## src/design/prrs_pkg.sv

```systemverilog
`timescale 1ns / 1ps
`default_nettype none

package prrs_pkg;

  localparam int unsigned LEVELS_DEF    = 8;
  localparam int unsigned SLOTS_DEF     = 16;
  localparam int unsigned TIME_BITS_DEF = 32;

  localparam int unsigned PID_W    = 8;
  localparam int unsigned LVL_IN_W = 3;
  localparam int unsigned BURST_W  = 16;
  localparam int unsigned OTIME_W  = 32;

  localparam int unsigned IN_DATA_W  = 32;
  localparam int unsigned IN_USER_W  = 1;
  localparam int unsigned OUT_DATA_W = 176;
  localparam int unsigned OUT_USER_W = 2;

  typedef enum logic {
    CMD_ARRIVE = 1'b0,
    CMD_TICK   = 1'b1
  } cmd_e;

  typedef enum logic [1:0] {
    KIND_ARRIVE = 2'd0,
    KIND_RUN    = 2'd1,
    KIND_IDLE   = 2'd2
  } kind_e;

  typedef enum logic [2:0] {
    ST_IDLE,
    ST_ARRIVE,
    ST_REQUEUE,
    ST_PICK,
    ST_RUN
  } state_e;

  typedef struct packed {
    logic push;
    logic pop;
  } lvl_cmd_t;

endpackage

`default_nettype wire

```

## src/design/prrs_ram.sv

```systemverilog
`timescale 1ns / 1ps
`default_nettype none

module prrs_ram #(
  parameter int unsigned W     = 8,
  parameter int unsigned DEPTH = 16
) (
  input  wire logic                     clk_i,
  input  wire logic                     we_i,
  input  wire logic [$clog2(DEPTH)-1:0] waddr_i,
  input  wire logic [W-1:0]             wdata_i,
  input  wire logic                     re_i,
  input  wire logic [$clog2(DEPTH)-1:0] raddr_i,
  output logic      [W-1:0]             rdata_o
);

  logic [W-1:0] mem_q [DEPTH];

  always_ff @(posedge clk_i) begin
    if (we_i) begin
      mem_q[waddr_i] <= wdata_i;
    end
  end

  always_ff @(posedge clk_i) begin
    if (re_i) begin
      rdata_o <= mem_q[raddr_i];
    end
  end

endmodule

`default_nettype wire

```

## src/design/prrs_level_ctl.sv

```systemverilog
`timescale 1ns / 1ps
`default_nettype none

module prrs_level_ctl import prrs_pkg::*; #(
  parameter int unsigned LEVELS = LEVELS_DEF,
  parameter int unsigned SLOTS  = SLOTS_DEF
) (
  input  wire logic                      clk_i,
  input  wire logic                      rst_ni,
  input  wire lvl_cmd_t                  cmd_i,
  input  wire logic [$clog2(LEVELS)-1:0] lv_i,
  input  wire logic [$clog2(SLOTS)-1:0]  slot_i,
  input  wire logic [$clog2(SLOTS)-1:0]  next_i,
  output logic      [$clog2(SLOTS)-1:0]  head_o,
  output logic      [$clog2(SLOTS)-1:0]  tail_o,
  output logic                           sel_ne_o,
  output logic                           any_o,
  output logic      [$clog2(LEVELS)-1:0] pick_o
);

  localparam int unsigned LW = $clog2(LEVELS);
  localparam int unsigned SW = $clog2(SLOTS);

  logic [SW-1:0]     head_q [LEVELS];
  logic [SW-1:0]     tail_q [LEVELS];
  logic [LEVELS-1:0] ne_q;

  assign head_o   = head_q[lv_i];
  assign tail_o   = tail_q[lv_i];
  assign sel_ne_o = ne_q[lv_i];
  assign any_o    = |ne_q;

  always_comb begin
    pick_o = '0;
    for (int i = LEVELS - 1; i >= 0; i--) begin
      if (ne_q[i]) begin
        pick_o = LW'(i);
      end
    end
  end

  always_ff @(posedge clk_i or negedge rst_ni) begin
    if (!rst_ni) begin
      ne_q <= '0;
      for (int i = 0; i < LEVELS; i++) begin
        head_q[i] <= '0;
        tail_q[i] <= '0;
      end
    end else if (cmd_i.push) begin
      if (!ne_q[lv_i]) begin
        head_q[lv_i] <= slot_i;
        ne_q[lv_i]   <= 1'b1;
      end
      tail_q[lv_i] <= slot_i;
    end else if (cmd_i.pop) begin
      if (head_q[lv_i] == tail_q[lv_i]) begin
        ne_q[lv_i] <= 1'b0;
      end else begin
        head_q[lv_i] <= next_i;
      end
    end
  end

endmodule

`default_nettype wire

```

## src/design/priority_round_robin_scheduler.sv

```systemverilog
// An arrive beat is taken in the idle state and handled in the arrive step; a tick goes
// through the requeue and pick steps and, if it runs a task, the run step.
// One beat at a time; a tick is handled by the requeue step, the task-table read in the
// pick step and its write-back in the run step. m_axis_tvalid rises once a result is loaded.
// A waiting result holds in the output register; the next beat is taken once it is loaded.
// Reset is asynchronous, active low: all FIFOs empty, every slot free, time zero.
`timescale 1ns / 1ps
`default_nettype none

module priority_round_robin_scheduler import prrs_pkg::*; #(
  parameter int unsigned LEVELS    = LEVELS_DEF,
  parameter int unsigned SLOTS     = SLOTS_DEF,
  parameter int unsigned TIME_BITS = TIME_BITS_DEF
) (
  input  wire logic                  clk_i,
  input  wire logic                  rst_ni,
  input  wire logic                  s_axis_tvalid,
  output logic                       s_axis_tready,
  // pid[7:0], level[10:8], burst[26:11], zero fill
  input  wire logic [IN_DATA_W-1:0]  s_axis_tdata,
  // cmd[0]
  input  wire logic [IN_USER_W-1:0]  s_axis_tuser,
  output logic                       m_axis_tvalid,
  input  wire logic                  m_axis_tready,
  // rejected[0], task_id[8:1], slice_start[40:9], finished[41], first_start[73:42],
  // finish_time[105:74], turnaround[137:106], waiting[169:138], zero fill
  output logic      [OUT_DATA_W-1:0] m_axis_tdata,
  // kind[1:0]
  output logic      [OUT_USER_W-1:0] m_axis_tuser
);

  localparam int unsigned LW    = $clog2(LEVELS);
  localparam int unsigned SW    = $clog2(SLOTS);
  localparam int unsigned TB    = TIME_BITS;
  localparam int unsigned P_REM = PID_W;
  localparam int unsigned P_BST = P_REM + BURST_W;
  localparam int unsigned P_ARR = P_BST + BURST_W;
  localparam int unsigned P_FST = P_ARR + TB;
  localparam int unsigned P_STA = P_FST + TB;
  localparam int unsigned EW    = P_STA + 1;

  state_e state_q, state_d;

  logic               in_beat;
  logic               out_free;
  logic [LVL_IN_W-1:0] in_level;
  logic [LW-1:0]      lvl_sat;

  cmd_e               cmd_q;
  logic [PID_W-1:0]   pid_q;
  logic [LW-1:0]      lvl_q;
  logic [BURST_W-1:0] burst_q;

  logic [TB-1:0]      time_q, time_d;
  logic [SLOTS-1:0]   free_q, free_d;
  logic               pend_valid_q, pend_valid_d;
  logic [SW-1:0]      pend_slot_q, pend_slot_d;
  logic [LW-1:0]      pend_lv_q, pend_lv_d;
  logic [LW-1:0]      lv_q, lv_d;
  logic [SW-1:0]      slot_q, slot_d;

  logic [SW-1:0]      free_idx;
  logic               any_free;

  lvl_cmd_t           lcmd;
  logic [LW-1:0]      lv_sel;
  logic [SW-1:0]      push_slot;
  logic [SW-1:0]      q_head;
  logic [SW-1:0]      q_tail;
  logic               sel_ne;
  logic               any_ne;
  logic [LW-1:0]      pick_lv;

  logic               link_we;
  logic [SW-1:0]      link_rd;
  logic               rd_en;
  logic               ent_we;
  logic [SW-1:0]      ent_waddr;
  logic [EW-1:0]      ent_wdata;
  logic [EW-1:0]      ent_rd;

  logic [PID_W-1:0]   e_pid;
  logic [BURST_W-1:0] e_rem;
  logic [BURST_W-1:0] e_burst;
  logic [TB-1:0]      e_arr;
  logic [TB-1:0]      e_first;
  logic               e_started;
  logic [TB-1:0]      run_first;
  logic               rem_dec;
  logic [BURST_W-1:0] run_rem;
  logic [TB-1:0]      run_time;
  logic               run_fin;
  logic [TB-1:0]      run_ta;
  logic [TB-1:0]      run_wt;

  logic               load;
  logic               out_valid_q, out_valid_d;
  kind_e              kind_q, kind_d;
  logic               rej_q, rej_d;
  logic [PID_W-1:0]   task_q, task_d;
  logic [OTIME_W-1:0] slice_q, slice_d;
  logic               fin_q, fin_d;
  logic [OTIME_W-1:0] first_q, first_d;
  logic [OTIME_W-1:0] ftime_q, ftime_d;
  logic [OTIME_W-1:0] ta_q, ta_d;
  logic [OTIME_W-1:0] wt_q, wt_d;

  assign in_beat  = s_axis_tvalid && s_axis_tready;
  assign out_free = !out_valid_q || m_axis_tready;
  assign in_level = s_axis_tdata[PID_W +: LVL_IN_W];
  assign lvl_sat  = (32'(in_level) >= LEVELS) ? LW'(LEVELS - 1) : LW'(in_level);

  assign s_axis_tready = (state_q == ST_IDLE);
  assign m_axis_tvalid = out_valid_q;
  assign m_axis_tuser  = kind_q;
  assign m_axis_tdata  = {6'd0, wt_q, ta_q, ftime_q, first_q, fin_q, slice_q, task_q, rej_q};

  always_comb begin
    free_idx = '0;
    for (int i = SLOTS - 1; i >= 0; i--) begin
      if (free_q[i]) begin
        free_idx = SW'(i);
      end
    end
  end
  assign any_free = |free_q;

  prrs_level_ctl #(
    .LEVELS (LEVELS),
    .SLOTS  (SLOTS)
  ) u_level_ctl (
    .clk_i    (clk_i),
    .rst_ni   (rst_ni),
    .cmd_i    (lcmd),
    .lv_i     (lv_sel),
    .slot_i   (push_slot),
    .next_i   (link_rd),
    .head_o   (q_head),
    .tail_o   (q_tail),
    .sel_ne_o (sel_ne),
    .any_o    (any_ne),
    .pick_o   (pick_lv)
  );

  prrs_ram #(
    .W     (SW),
    .DEPTH (SLOTS)
  ) u_link_ram (
    .clk_i   (clk_i),
    .we_i    (link_we),
    .waddr_i (q_tail),
    .wdata_i (push_slot),
    .re_i    (rd_en),
    .raddr_i (q_head),
    .rdata_o (link_rd)
  );

  prrs_ram #(
    .W     (EW),
    .DEPTH (SLOTS)
  ) u_slot_ram (
    .clk_i   (clk_i),
    .we_i    (ent_we),
    .waddr_i (ent_waddr),
    .wdata_i (ent_wdata),
    .re_i    (rd_en),
    .raddr_i (q_head),
    .rdata_o (ent_rd)
  );

  assign e_pid     = ent_rd[0 +: PID_W];
  assign e_rem     = ent_rd[P_REM +: BURST_W];
  assign e_burst   = ent_rd[P_BST +: BURST_W];
  assign e_arr     = ent_rd[P_ARR +: TB];
  assign e_first   = ent_rd[P_FST +: TB];
  assign e_started = ent_rd[P_STA];

  assign run_first = e_started ? e_first : time_q;
  assign rem_dec   = (e_rem != '0);
  assign run_rem   = rem_dec ? e_rem - BURST_W'(1) : e_rem;
  assign run_time  = rem_dec ? time_q + TB'(1) : time_q;
  assign run_fin   = (run_rem == '0);
  assign run_ta    = run_time - e_arr;
  assign run_wt    = run_ta - TB'(e_burst);

  always_comb begin
    state_d = state_q;
    case (state_q)
      ST_IDLE: begin
        if (in_beat) begin
          state_d = (cmd_e'(s_axis_tuser[0]) == CMD_TICK) ? ST_REQUEUE : ST_ARRIVE;
        end
      end
      ST_ARRIVE: begin
        if (out_free) state_d = ST_IDLE;
      end
      ST_REQUEUE: state_d = ST_PICK;
      ST_PICK: begin
        if (any_ne) begin
          state_d = ST_RUN;
        end else if (out_free) begin
          state_d = ST_IDLE;
        end
      end
      ST_RUN: begin
        if (out_free) state_d = ST_IDLE;
      end
      default: state_d = ST_IDLE;
    endcase
  end

  always_comb begin
    lcmd         = '0;
    lv_sel       = lvl_q;
    push_slot    = free_idx;
    rd_en        = 1'b0;
    ent_we       = 1'b0;
    ent_waddr    = free_idx;
    ent_wdata    = {1'b0, {TB{1'b0}}, time_q, burst_q, burst_q, pid_q};
    load         = 1'b0;
    time_d       = time_q;
    free_d       = free_q;
    pend_valid_d = pend_valid_q;
    pend_slot_d  = pend_slot_q;
    pend_lv_d    = pend_lv_q;
    lv_d         = lv_q;
    slot_d       = slot_q;
    kind_d       = KIND_ARRIVE;
    rej_d        = 1'b0;
    task_d       = '0;
    slice_d      = '0;
    fin_d        = 1'b0;
    first_d      = '0;
    ftime_d      = '0;
    ta_d         = '0;
    wt_d         = '0;
    case (state_q)
      ST_ARRIVE: begin
        if (out_free) begin
          load = 1'b1;
          if (!any_free) begin
            rej_d = 1'b1;
          end else begin
            ent_we           = 1'b1;
            lcmd.push        = 1'b1;
            free_d[free_idx] = 1'b0;
          end
        end
      end
      ST_REQUEUE: begin
        lv_sel    = pend_lv_q;
        push_slot = pend_slot_q;
        if (pend_valid_q) begin
          lcmd.push    = 1'b1;
          pend_valid_d = 1'b0;
        end
      end
      ST_PICK: begin
        lv_sel = pick_lv;
        if (any_ne) begin
          rd_en  = 1'b1;
          lv_d   = pick_lv;
          slot_d = q_head;
        end else if (out_free) begin
          load    = 1'b1;
          kind_d  = KIND_IDLE;
          slice_d = OTIME_W'(time_q);
          time_d  = time_q + TB'(1);
        end
      end
      ST_RUN: begin
        lv_sel = lv_q;
        if (out_free) begin
          load      = 1'b1;
          lcmd.pop  = 1'b1;
          ent_we    = 1'b1;
          ent_waddr = slot_q;
          ent_wdata = {1'b1, run_first, e_arr, e_burst, run_rem, e_pid};
          time_d    = run_time;
          kind_d    = KIND_RUN;
          task_d    = e_pid;
          slice_d   = OTIME_W'(time_q);
          first_d   = OTIME_W'(run_first);
          if (run_fin) begin
            fin_d          = 1'b1;
            ftime_d        = OTIME_W'(run_time);
            ta_d           = OTIME_W'(run_ta);
            wt_d           = OTIME_W'(run_wt);
            free_d[slot_q] = 1'b1;
          end else begin
            pend_valid_d = 1'b1;
            pend_slot_d  = slot_q;
            pend_lv_d    = lv_q;
          end
        end
      end
      default: ;
    endcase
    link_we     = lcmd.push && sel_ne;
    out_valid_d = load ? 1'b1 : (m_axis_tready ? 1'b0 : out_valid_q);
  end

  always_ff @(posedge clk_i or negedge rst_ni) begin
    if (!rst_ni) begin
      state_q      <= ST_IDLE;
      time_q       <= '0;
      free_q       <= '1;
      pend_valid_q <= 1'b0;
      pend_slot_q  <= '0;
      pend_lv_q    <= '0;
      out_valid_q  <= 1'b0;
    end else begin
      state_q      <= state_d;
      time_q       <= time_d;
      free_q       <= free_d;
      pend_valid_q <= pend_valid_d;
      pend_slot_q  <= pend_slot_d;
      pend_lv_q    <= pend_lv_d;
      out_valid_q  <= out_valid_d;
    end
  end

  always_ff @(posedge clk_i) begin
    lv_q   <= lv_d;
    slot_q <= slot_d;
    if (in_beat) begin
      cmd_q   <= cmd_e'(s_axis_tuser[0]);
      pid_q   <= s_axis_tdata[0 +: PID_W];
      lvl_q   <= lvl_sat;
      burst_q <= s_axis_tdata[PID_W + LVL_IN_W +: BURST_W];
    end
    if (load) begin
      kind_q  <= kind_d;
      rej_q   <= rej_d;
      task_q  <= task_d;
      slice_q <= slice_d;
      fin_q   <= fin_d;
      first_q <= first_d;
      ftime_q <= ftime_d;
      ta_q    <= ta_d;
      wt_q    <= wt_d;
    end
  end

  a_arrive_cmd: assert property (@(posedge clk_i) disable iff (!rst_ni)
    (state_q == ST_ARRIVE) |-> (cmd_q == CMD_ARRIVE))
    else $error("arrive step entered for a tick beat");

  a_pend_busy: assert property (@(posedge clk_i) disable iff (!rst_ni)
    pend_valid_q |-> !free_q[pend_slot_q])
    else $error("preempted task sits in a free slot");

  a_pop_ne: assert property (@(posedge clk_i) disable iff (!rst_ni)
    lcmd.pop |-> sel_ne)
    else $error("pop from an empty level");

  a_time_hold: assert property (@(posedge clk_i) disable iff (!rst_ni)
    !$past(load) |-> (time_q == $past(time_q)))
    else $error("time advanced without a result");

endmodule

`default_nettype wire
```

## config.mk

```make
export PLATFORM = sky130hd
export DESIGN_NAME = priority_round_robin_scheduler
export DESIGN_NICKNAME = d
export VERILOG_FILES = /design/src/design/prrs_pkg.sv /design/src/design/prrs_ram.sv /design/src/design/prrs_level_ctl.sv /design/src/design/priority_round_robin_scheduler.sv
export SDC_FILE = /design/constraint.sdc
export NUM_CORES = 2
export LEC_CHECK = 0
export BUFFER_PORTS_ARGS = -buffer_cell sky130_fd_sc_hd__buf_4
export CAP_MARGIN = 10
export CORE_UTILIZATION = 25
export CTS_CLUSTER_DIAMETER = 100
export CTS_CLUSTER_SIZE = 28
export DETAILED_ROUTE_END_ITERATION = 10
export GPL_ROUTABILITY_DRIVEN = 1
export PLACE_DENSITY_LB_ADDON = 0.2
export SLEW_MARGIN = 40
export SYNTH_ARGS = -nofsm -noshare
export SYNTH_HDL_FRONTEND = slang
export SYNTH_SLANG_ARGS = --single-unit
```

## constraint.sdc

```tcl
create_clock -name clk_i -period 14.9 [get_ports clk_i]
set_clock_uncertainty 0.1 [all_clocks]
set_input_delay 1.49 -clock clk_i [delete_from_list [all_inputs] [get_ports clk_i]]
set_output_delay 1.49 -clock clk_i [all_outputs]
set_load 0.02 [all_outputs]
```

[Word level (Yosys, flattened, before mapping)]
Memories as Yosys holds them, arrays and structs flattened. A register that Yosys moved wholly into a read port is not among the register bits.
Cells that the tools add are included.
Word-level totals
  register bits after elaboration: 338
  bits in writable memories: 1744
  memories kept: 2
  word-level logic and storage cells: 208
  bits of input ports: 37
Operators by class
  multiplexer cells: 103
  bitwise operators: 8
  magnitude comparators: 8
  reduce and logical (&&, ||, !) cells: 30
  add/subtract/negate cells: 4
  eq/ne operators: 15
Memory list
  u_slot_ram.mem_q: words 16, width 105, read ports 1, clocked after Yosys merged registers in 1, write ports 1, line prrs_ram.sv:17  | logic [W-1:0] mem_q [DEPTH];
  u_link_ram.mem_q: words 16, width 4, read ports 1, clocked after Yosys merged registers in 1, write ports 1, line prrs_ram.sv:17
Operators by type and width (count)
  32-bit two-way mux: 11
  105-bit two-way mux: 2
  32-bit case mux with 2 select lines: 2
  32-bit bitwise mux: 3
  4-bit two-way mux: 24
  16-bit two-way mux: 5
  3-bit two-way mux: 11
  32-bit by 1-bit adder with 32-bit output (second input constant): 1
  8-bit two-way mux: 4
  16-bit case mux with 2 select lines: 1
  32-bit by 16-bit subtractor with 32-bit output: 1
  32-bit subtractor: 1
  4-bit binary-select mux with 3-bit select: 2
  1-bit two-way mux: 23
  2-bit inequality test (second input constant): 9
  16-bit bitwise AND: 1
  16-bit zero test: 1
  16-bit inverter: 1
  16-bit bitwise OR: 1
  16-bit nonzero test: 1
  16-bit OR reduction: 1
  16-bit by 1-bit subtractor with 16-bit output (second input constant): 1
  3-bit AND reduction: 5
  4-bit demux with 3-bit select: 1
  34 further kinds: 55

[Logic depth before layout (Yosys ltp)]
  depth after elaboration: 25
  gate-level depth with buffers: 30
  gate-level depth less buffers: 26

[Hierarchy]
Synthesis repeated with hierarchy kept, for this count alone.
Second synthesis, totals
  cell total of the unflattened synthesis: 4809
  area, all modules: 88318.5 um^2
Modules (own cells, without submodules)
  prrs_ram (u_slot_ram): instances 1, area an instance 65983.3 um^2, cells each 2688, sequential area each 53601.4 um^2
  priority_round_robin_scheduler: instances 1, area an instance 15300.9 um^2, cells each 1548, sequential area each 7707.4 um^2
  prrs_level_ctl: instances 1, area an instance 4327.9 um^2, cells each 443, sequential area each 1801.7 um^2
  prrs_ram (u_link_ram): instances 1, area an instance 2706.3 um^2, cells each 130, sequential area each 2042.0 um^2

[Worst setup path after synthesis]
Ideal clock, no wire load.
  path type: in2reg
  start: input port m_axis_tready
  end: register fin_q, enable pin
  required time: 13.859 ns
  setup time: 0.941 ns
  buffers on the path: 0
  arrival: 13.598 ns
  cell stages on the path: 2
  slack: 0.261 ns
  cell sequence: nor2b_1 -> o21ai_0
On the way
  cells in the longest elaborated chain, start to end: 4
Ends and longest elaborated chain
  from (decl): line priority_round_robin_scheduler.sv:24  | input wire logic m_axis_tready,
  1-bit logical OR *: line priority_round_robin_scheduler.sv:109  | assign out_free = !out_valid_q || m_axis_tready;
  1-bit two-way mux *: line priority_round_robin_scheduler.sv:239, priority_round_robin_scheduler.sv:264, priority_round_robin_scheduler.sv:273
  1-bit two-way mux: line priority_round_robin_scheduler.sv:260  | if (any_ne) begin
  1-bit case mux with 2 select lines *: line priority_round_robin_scheduler.sv:237  | case (state_q)
  via load: line priority_round_robin_scheduler.sv:96  | logic load;
  to (signal assigned): line priority_round_robin_scheduler.sv:337  | fin_q <= fin_d;
  to (decl): line priority_round_robin_scheduler.sv:102  | logic fin_q, fin_d;
The timed path passes the listed nets; every way through them passes the cells marked *.
A chain may end at the register's enable or synchronous reset.

[Final worst setup path]
  start: register u_slot_ram.rdata_o[11] (read register of u_slot_ram.mem_q)
  end: register wt_q[28], data pin
On the way
  cells in the longest elaborated chain, start to end: 4
  elaborated cells on any way between the ends: 8
  those cells by class: 3 x add/sub; 2 x mux; 3 x reduce/logical
Ends and longest elaborated chain
  from (decl): line prrs_ram.sv:14  | output logic [W-1:0] rdata_o
  16-bit nonzero test: line priority_round_robin_scheduler.sv:179  | assign rem_dec = (e_rem != '0);
  32-bit two-way mux: line priority_round_robin_scheduler.sv:181  | assign run_time = rem_dec ? time_q + TB'(1) : time_q;
  32-bit subtractor: line priority_round_robin_scheduler.sv:183  | assign run_ta = run_time - e_arr;
  via run_ta[10]: line priority_round_robin_scheduler.sv:93  | logic [TB-1:0] run_ta;
  32-bit by 16-bit subtractor with 32-bit output: line priority_round_robin_scheduler.sv:184  | assign run_wt = run_ta - TB'(e_burst);
  to (signal assigned): line priority_round_robin_scheduler.sv:341  | wt_q <= wt_d;
  to (decl): line priority_round_robin_scheduler.sv:106  | logic [OTIME_W-1:0] wt_q, wt_d;
The timed path passes the listed nets, and every way through them passes these cells.

==> flow_metrics.tcl <==
set metrics [dict create \
    status "completed" \
    syn-mean-instance-area_sq_um 16.13 \
    worstSetupPathType "register to register" \
    worst_slack_ps 7009 \
    ys.flop_type "edfxtp_1" \
    netlist_top_cells_area "edfxtp_1 (68%), mux2i_1 (16%), dfrtp_1 (3.2%)" \
    synth_top_area_share_pct 67.89 \
    clkSinkCount 2191 \
    grt_start_max_net_pins 109 \
    core_sq_mm 0.3625 \
    place_ws_ps 7087 \
    reg2reg_from "u_slot_ram.rdata_o[11]" \
    slowest_delay_ps 820 \
    crit_path_top_delay_cell "or3_2" \
    synth_top_cell_by_area "edfxtp_1" \
    rows 221 \
    initial_core_util_pct 25.12 \
    worstPathArrival_ps 8420 \
    crit_family "simple AND/OR/NAND/NOR gates" \
    setup_viol 0 \
    fmax_ghz 0.1267 \
    min_path_type "register to register" \
    dr.pass1.iters 5 \
    cts_setup_buffers 0 \
    cts_root_buffer "clkbuf_16" \
    period_minus_slack_ps 7891 \
    crit_cells 23 \
    async_reset_ff_share_pct 6.025 \
    cts_tree "built" \
    setup.worst_path.end_class "register" \
    r2r_setup_slack_ps 7010 \
    crit_required_ps 15430 \
    place_congestion 0.7865 \
    whs_endpoint "u_level_ctl.tail_q[3]" \
    ys_seq_area_share_pct 71.54 \
    grtUsageTotal_pct 14.28 \
    drive_gt1_share_pct 11.52 \
    hp-start "u_level_ctl.tail_q[3]" \
    place_inst 10529 \
    wirelength_um 269000 \
    peakVddDrop_uv 248.5 \
    antenna_left 0 \
    vias_per_cell 4.494 \
    synth_edf_count 2059 \
    wire_per_inst_um 25.13 \
    worstMarginPinSlew_ps 911.6 \
    synth_warnings 0 \
    slew-limit-headroom_pct 39.22 \
    path_max_fanout 20 \
    ys_types 74 \
    cts-resized-gates 0 \
    drcViolationCount 0 \
    rsz0062_at_grt "no" \
    grt_pass1_vias 48184 \
    ioPinCount 217 \
    fin_crit_sh_pct 52.96 \
    clk_path_buf_depth 4 \
    syn2layout_area_growth_pct 12.96 \
    crit_chain "nor4_1 > nand4_1 > or3_2 > xnor2_1 > ha_1 > fa_1 > nand2b_1 > a21oi_1 > o21bai_1 > nand2_1 > a21o_1 > a21oi_1 > xnor2_1 > ha_1 > and3_1 > a311oi_1 > o21ai_0 > a41o_1 > buf_4 > or4_1 > nor4_1 > xnor2_1 > nor2_1" \
    cap_violations 0 \
    synth_cells 5646 \
    layout.nets 5937 \
    r2r_end "wt_q[28]" \
    netlist_area_sq_mm 0.09107 \
    h-tree-depth 3 \
    fin_util_pct 28.38 \
    final_cell_count_no_fill 10702 \
    nFillCells 36131 \
    pwr_density_cell_mw_per_mm2 226.7 \
    portBuffers 205 \
    power.leakage_nw 38.35 \
    cpMostUsedCell "xnor2_1" \
    rr_worst_depth 23 \
    worstSetupStartpointType "register" \
    min_path_cells 2 \
    first_iter_violations 3670 \
    slew_viol_final 0 \
    die_area_sq_mm 0.3667 \
    hold_viol_final 0 \
    clk_pin_slew_ps 100 \
    synth_seq_cells 2191 \
    grt_pass1_wl_um 373100 \
    clkLatencyLatePin_ps 890 \
    die_h_um 605.6 \
    tns_ps 0 \
    numCtsBuffers 106 \
    p_total_mw 23.32 \
    antenna_found_initial 20 \
    fp.dieW_um 605.6 \
    overflow 0 \
    crit_buf_inv 1 \
    vias 48100 \
    dp_hpwl_um 157000 \
    cts_hold_buf 0 \
]
[layout make-up]
| class | instances | area (sq um) | share of cell area, % |
|---|---|---|---|
| clock inverter | 46 | 620.6 | 0.6032 |
| antenna | 7 | 17.52 | 0.01703 |
| inverter | 79 | 299.0 | 0.2907 |
| timing repair buffer | 399 | 3415 | 3.319 |
| clock buffer | 115 | 2750 | 2.673 |
| sequential | 2191 | 65150 | 63.33 |
| tap | 4794 | 5998 | 5.830 |
| multi-input combinational | 3071 | 24630 | 23.94 |
[through the flow]
step / hold WS [ps] / area [sq um]
3_5_place_dp: 368.4 / 99280
3_3_place_gp: 357.8 / 98960
2_1_floorplan: 341.8 / 91090
5_1_grt: 417.6 / 102900
4_1_cts: 390.4 / 102700
6_report: 381.5 / 102900
[tightest hold or removal path, cell delays in order, from the launching register on]
cell     delay [ps]
dfrtp_1         350
nand2_1          50
o21ai_0          60
[placed cells by master, fill, tap and decap left out, types with 35 or more instances in the layout]
cell / instances
nor2_2: 35
ha_1: 50
xor2_1: 40
a21oi_1: 74
inv_1: 77
mux2i_1: 1460
a22oi_1: 112
nand2_1: 236
xnor2_1: 88
nor3_1: 44
buf_4: 347
nor2_1: 180
dfrtp_1: 116
o21ai_0: 246
edfxtp_1: 2059
and2_1: 62
and3_1: 61
nand3_1: 36
clkbuf_16: 109
[how the worst max path moves through the flow]
stage	slack [ps]	startpoint	endpoint
2_1_floorplan	260	m_axis_tready	fin_q
3_3_place_gp	6950	u_slot_ram.rdata_o[14]	wt_q[31]
3_5_place_dp	7090	u_slot_ram.rdata_o[10]	wt_q[31]
4_1_cts	7040	u_slot_ram.rdata_o[10]	wt_q[31]
5_1_grt	6460	u_slot_ram.rdata_o[10]	wt_q[31]
6_report	7010	u_slot_ram.rdata_o[11]	wt_q[28]
[sequential cells by signal (all words and copies together), names as in the netlist, 2 cells and up, named ones only]
signal              flops
burst_q                16
first_q                32
free_q                 16
ftime_q                32
lv_q                    3
lvl_q                   3
m_axis_tuser            2
pend_lv_q               3
pend_slot_q             4
pid_q                   8
slice_q                32
slot_q                  4
state_q                 3
ta_q                   32
task_q                  8
time_q                 32
u_level_ctl.head_q     32
u_level_ctl.tail_q     32
u_link_ram.mem_q       64
u_link_ram.rdata_o      4
u_slot_ram.mem_q     1680
u_slot_ram.rdata_o    105
wt_q                   32
[cell usage after synthesis, drive strengths merged (5+ instances only)]
cell	n
a21oi	76
edfxtp	2059
or2	11
a21o	25
nor3b	6
o21a	10
mux2i	1464
o211ai	17
xor2	40
o31ai	11
a22oi	112
and2	64
a211oi	9
clkbuf	134
nand2b	21
and3	61
a221oi	6
o31a	5
nor3	46
ha	50
inv	79
a31oi	10
dfstp	16
buf	176
dfrtp	116
mux2	11
nor4	16
nand4	18
xnor2	88
nor2b	18
a22o	34
o21bai	5
or3	11
o22ai	6
o21ai	252
nand2	237
nand3	37
nor2	233
a311oi	5
[per-layer routing]
metal / share of wire (%) / GRT usage (%) / wire (um)
met5: 0.010 / 0 / 27
met2: 49 / 24.46 / 131600
met1: 45 / 19.13 / 121300
met4: 2.5 / 3.521 / 6771
met3: 3.4 / 1.688 / 9245
[kinds of logic after synthesis]
family | Yosys count | share of synthesized area [%]
flip-flops | 2191 | 71.54
multiplexers | 1475 | 16.23
AND/OR/NAND/NOR | 787 | 4.025
AO/OA/AOI/OAI | 623 | 4.385
buffers and inverters | 389 | 1.859
XOR/XNOR | 128 | 1.231
adder cells (fa/ha/maj) | 52 | 0.7309
other | 1 | 0.004118
[power by group]
part	switching [mW]	internal, mW	leakage, nW
clock	2.08	1.46	1.63
sequential	0.294	7.82	21.5
combinational	6.98	4.67	15.2
(Power assumes the default switching activity.)
